<file path="config.mk">
export PLATFORM = sky130hd
export DESIGN_NAME = ptmmu_front
export DESIGN_NICKNAME = d
export VERILOG_FILES = /design/src/rtl/core/ptmmu_pkg.sv /design/src/rtl/core/ptmmu_front.sv
export SDC_FILE = /design/constraint.sdc
export NUM_CORES = 1
export LEC_CHECK = 0
export ABC_AREA = 1
export BUFFER_PORTS_ARGS = -buffer_cell sky130_fd_sc_hd__buf_2
export CAP_MARGIN = 20
export CORE_ASPECT_RATIO = 1.2
export CORE_MARGIN = 10
export CORE_UTILIZATION = 48
export CTS_CLUSTER_DIAMETER = 50
export CTS_CLUSTER_SIZE = 28
export DETAILED_ROUTE_END_ITERATION = 10
export PLACE_DENSITY = 0.85
export SYNTH_ARGS = -nofsm -noshare
export SYNTH_HDL_FRONTEND = slang
export SYNTH_SLANG_ARGS = --single-unit
</file>
<file path="constraint.sdc">
create_clock -name clk -period 4.4 [get_ports clk]
set_input_delay 0.44 -clock clk [delete_from_list [all_inputs] [get_ports clk]]
set_output_delay 0.44 -clock clk [all_outputs]
set_load 0.1 [all_outputs]
</file>
<file path="src/rtl/core/ptmmu_pkg.sv">
// Shared types and codes for the page table MMU with frame replacement.
// Used by the front end, the back end and the top level; depends on nothing.
package ptmmu_pkg;

    // Input action codes
    localparam logic ACT_XLATE = 1'b0;
    localparam logic ACT_MAP   = 1'b1;

    // Result status codes
    localparam logic [2:0] ST_OK       = 3'd0;
    localparam logic [2:0] ST_ADDR     = 3'd1;
    localparam logic [2:0] ST_RO       = 3'd2;
    localparam logic [2:0] ST_FAULT    = 3'd3;
    localparam logic [2:0] ST_NOVICTIM = 3'd4;

    // Field widths fixed by the stream format
    localparam int VADDR_W = 17;
    localparam int PAGE_W  = 10;
    localparam int PADDR_W = 14;
    localparam int FRAME_W = 7;
    localparam int COUNT_W = 16;

    localparam logic [COUNT_W-1:0] COUNT_MAX = '1;

    // Class given to an item by the front end
    typedef enum logic [1:0] {
        KIND_XLATE,
        KIND_MAP,
        KIND_ADDR_ERR
    } kind_t;

    // Item as it travels through the queue
    typedef struct packed {
        kind_t               kind;
        logic [VADDR_W-1:0]  vaddr;
        logic                is_write;
        logic [PAGE_W-1:0]   page_number;
        logic                read_only;
    } item_t;

    // Result item
    typedef struct packed {
        logic [2:0]          status;
        logic [PADDR_W-1:0]  paddr;
        logic [FRAME_W-1:0]  frame;
        logic                evicted;
        logic [PAGE_W-1:0]   evicted_page;
    } result_t;

endpackage

</file>
<file path="src/rtl/core/ptmmu_front.sv">
// Front end: accepts items, range-checks and classifies them, and queues them.
// Depends on ptmmu_pkg.
module ptmmu_front #(
    parameter int NUM_VIRT_PAGES = 1024,
    parameter int PAGE_BYTES     = 128
) (
    input  logic                                clk,
    input  logic                                rst_n,
    input  logic                                in_valid,
    output logic                                in_ready,
    input  logic                                in_action,
    input  logic [ptmmu_pkg::VADDR_W-1:0]       in_vaddr,
    input  logic                                in_is_write,
    input  logic [ptmmu_pkg::PAGE_W-1:0]        in_page_number,
    input  logic                                in_read_only,
    input  logic                                clear_busy,
    output logic                                q_valid,
    output ptmmu_pkg::item_t                    q_item,
    input  logic                                q_pop
);

    localparam int OFF_W = $clog2(PAGE_BYTES);

    ptmmu_pkg::item_t mem_reg [2];
    logic             wr_ptr_reg;
    logic             rd_ptr_reg;
    logic [1:0]       count_reg;
    logic [31:0]      vpn_wide;
    logic [31:0]      page_wide;
    ptmmu_pkg::item_t new_item;
    logic             push;
    logic             pop;

    // Classify the incoming item
    always_comb
    begin
        vpn_wide  = 32'(in_vaddr) >> OFF_W;
        page_wide = 32'(in_page_number);
        new_item.vaddr       = in_vaddr;
        new_item.is_write    = in_is_write;
        new_item.page_number = in_page_number;
        new_item.read_only   = in_read_only;
        if (in_action == ptmmu_pkg::ACT_MAP)
        begin
            new_item.kind = (page_wide >= 32'(NUM_VIRT_PAGES)) ? ptmmu_pkg::KIND_ADDR_ERR
                                                              : ptmmu_pkg::KIND_MAP;
        end
        else
        begin
            new_item.kind = (vpn_wide >= 32'(NUM_VIRT_PAGES)) ? ptmmu_pkg::KIND_ADDR_ERR
                                                             : ptmmu_pkg::KIND_XLATE;
        end
    end

    assign in_ready = (count_reg != 2'd2) && !clear_busy;
    assign push     = in_valid && in_ready;
    assign q_valid  = (count_reg != 2'd0);
    assign pop      = q_pop && q_valid;
    assign q_item   = mem_reg[rd_ptr_reg];

    // Two-entry queue toward the back end
    always_ff @(posedge clk or negedge rst_n)
    begin
        if (!rst_n)
        begin
            wr_ptr_reg <= 1'b0;
            rd_ptr_reg <= 1'b0;
            count_reg  <= 2'd0;
        end
        else
        begin
            if (push)
            begin
                mem_reg[wr_ptr_reg] <= new_item;
                wr_ptr_reg          <= !wr_ptr_reg;
            end
            if (pop)
            begin
                rd_ptr_reg <= !rd_ptr_reg;
            end
            if (push && !pop)
            begin
                count_reg <= count_reg + 2'd1;
            end
            else if (pop && !push)
            begin
                count_reg <= count_reg - 2'd1;
            end
        end
    end

endmodule

</file>
==> impl_metrics.toml <==
[outcome]
status = "complete, no violations"

[clock_network]
cts_buffers = 9
clock_latency_ps = 320
cts-resized-gates = 0
cts_setup_buffers = 0
clock-sinks = 64
cts_tree = "done"
clock_path_buffers = 2
htree_levels = 3
clk_pin_slew_ps = 70
clockRootBuffer = "clkbuf_8"
hold_buffers = 1

[logic_synthesis]
synth_top_area_share_pct = 74.4
ys_ff_latch = 64
netlist_instances = 193
syn-cell-area_mm2 = 0.00242
synth_area_leaders = "edfxtp_1 74%, nand2_1 16%, dfrtp_1 4.1%"
yosysSeqAreaShare_pct = 78.6
yosys-top-cells-count = "102 x nand2_1, 60 x edfxtp_1, 8 x inv_1"
synth_top_area_cell = "edfxtp_1"
syn_area_per_cell_um2 = 12.5
synth-main-ff-cell = "edfxtp_1"
yosys.cell_types.count = 14
synth.most_common_cell = "nand2_1"
syn_nets = 229
yosys_warnings = 0
ys_async_sr_fraction_pct = 6.25
synth_edf_count = 60

[layout]
num-fill-cells = 402
largest_reg_flops = 60
final_cells = 329
insertedDiodeCount = 0
area_delta_synth_final_pct = 22.8
fin_nets = 301
fin_area_mm2 = 0.00297
drive_above_1_share_pct = 30.5

[worst_hold_path]
worstHoldPathCells = 1
hold_path_end = "mem_reg[1][2]"
hold_path_class = "input pin to flop"
hold_path_startpoint = "in_page_number[1]"

[grt]
grt_max_degree = 32
antenna_found_initial = 0
grt_pass1_vias = 1605
track_usage_pct = 11.3
grt_pass1_wl_um = 7370
overflow = 0

[worst_setup_path]
crit_slowest_cell = "buf_2"
r2r_start = "count_reg[0]"
cp-start-kind = "flop"
cpLargestDelayFamily = "buffers and inverters"
endpoint_kind = "output port"
path_buf_inv = 2
max_stage_delay_ps = 420
cpMostUsedCell = "nand2_1"
r2r_slack_ps = 2590
cp.arrival_ps = 1720
critPathMaxFanout = 31
crit_type = "flop to output port"
reg2reg_to = "mem_reg[1][3]"
path_cells = "inv_2 -> nand2_1 -> nand2_1 -> buf_2"
reg2reg_depth = 4
cp.required_ps = 3960

[floorplan]
rows = 28
die_w_um = 84.8
core_area_mm2 = 0.00490
initial_utilization_pct = 49.4
die_y_um = 97.8
boundaryPins = 68
dieArea_mm2 = 0.00830

[timing]
fin_crit_sh_pct = 49.2
layout_setup_ws_ps = 2240
fmax_ghz = 0.462
setup-tns-final_ps = 0
setup_violations = 0
skew_ps = 6.19
worst_pin_slew_ps = 869
final.min_clock_period_ps = 2160
finalHoldViolCount = 0
relSlewSlack_pct = 41.9
rsz0062_at_grt = "no"
drv_slew = 0

[detailed_routing]
totalWireLength_um = 4580
drc_errors = 0
ant_nets = 0
drtIter0Drc = 87
vias = 1534
drtPass1Iterations = 4
post_drt_wl_per_cell_um = 13.9
via_per_inst = 4.66

[job]
drv_cap = 0

[placement]
gp_congestion = 0.678
post-place-cells = 313
place_ws_ps = 2520
dpl_cell_area_mm2 = 0.00281
port_buffers = 66
dp_hpwl_um = 3170
==> layer usage <==
| metal | track usage [%] | up-vias | share of wire [%] |
|---|---|---|---|
| li1 | - | 780 | - |
| met1 | 11.8 | 683 | 39 |
| met2 | 18.3 | 62 | 50 |
| met4 | 6.47 | 0 | 1.9 |
| met5 | 0 | - | 0 |
| met3 | 5.07 | 9 | 9.7 |
==> through the flow <==
| stage | hold WS (ps) | util [%] |
|---|---|---|
| 2_1_floorplan | 144 | - |
| 3_3_place_gp | 263 | 57.3 |
| 3_5_place_dp | 262 | 57.3 |
| 4_1_cts | 285 | 60.6 |
| 5_1_grt | 282 | 60.6 |
| 6_report | 303 | 60.6 |
==> final cells by class <==
cell class                      count  area (um^2)  share of cell area [%]
Clock buffer                       10          128                    4.29
Clock inverter                      5         25.0                   0.841
Inverter                            9         33.8                    1.14
Multi-Input combinational cell    113          463                    15.6
Sequential cell                    64         1900                    63.9
Tap cell                           60         75.1                    2.52
Timing Repair Buffer               68          348                    11.7
==> placed cells by master, fill, tap and decap left out <==
master         instances
nand4_1                2
dfrtp_1                4
nand3_1                3
buf_2                 66
clkbuf_8               9
inv_2                  1
inv_1                  8
clkinv_2               2
dlygate4sd3_1          1
clkinv_1               2
a21oi_1                1
clkinvlp_4             1
buf_4                  1
edfxtp_1              60
clkbuf_1               1
nand2_1              102
conb_1                 1
nor2_4                 2
ha_1                   1
xnor2_1                1
==> worst max path at each step <==
stage,start,endpoint,slack (ps),cells past startpoint
floorplan,count_reg[0],in_ready,2060,2
global placement,clear_busy,mem_reg[1][15],2550,4
detailed placement,clear_busy,mem_reg[0][15],2520,4
CTS,rd_ptr_reg,q_item[4],2190,4
global route,rd_ptr_reg,q_item[20],2090,4
finish,rd_ptr_reg,q_item[25],2240,4
==> kinds of logic (layout without fill, tap and decap cells) <==
kind of cell    count (synthesis)  count (layout)  synth area share, %
simple gates                  109             109                 17.3
flops                          64              64                 78.6
buf+inv                        16              92                 2.95
fa+ha+maj                       1               1                0.517
other cells                     1               1                0.155
compound gates                  1               1                0.207
xor+xnor                        1               1                0.362
Power is left out: the tool's default activity adds up to more than one toggle a clock period on the data nets, which glitch-free logic cannot reach.
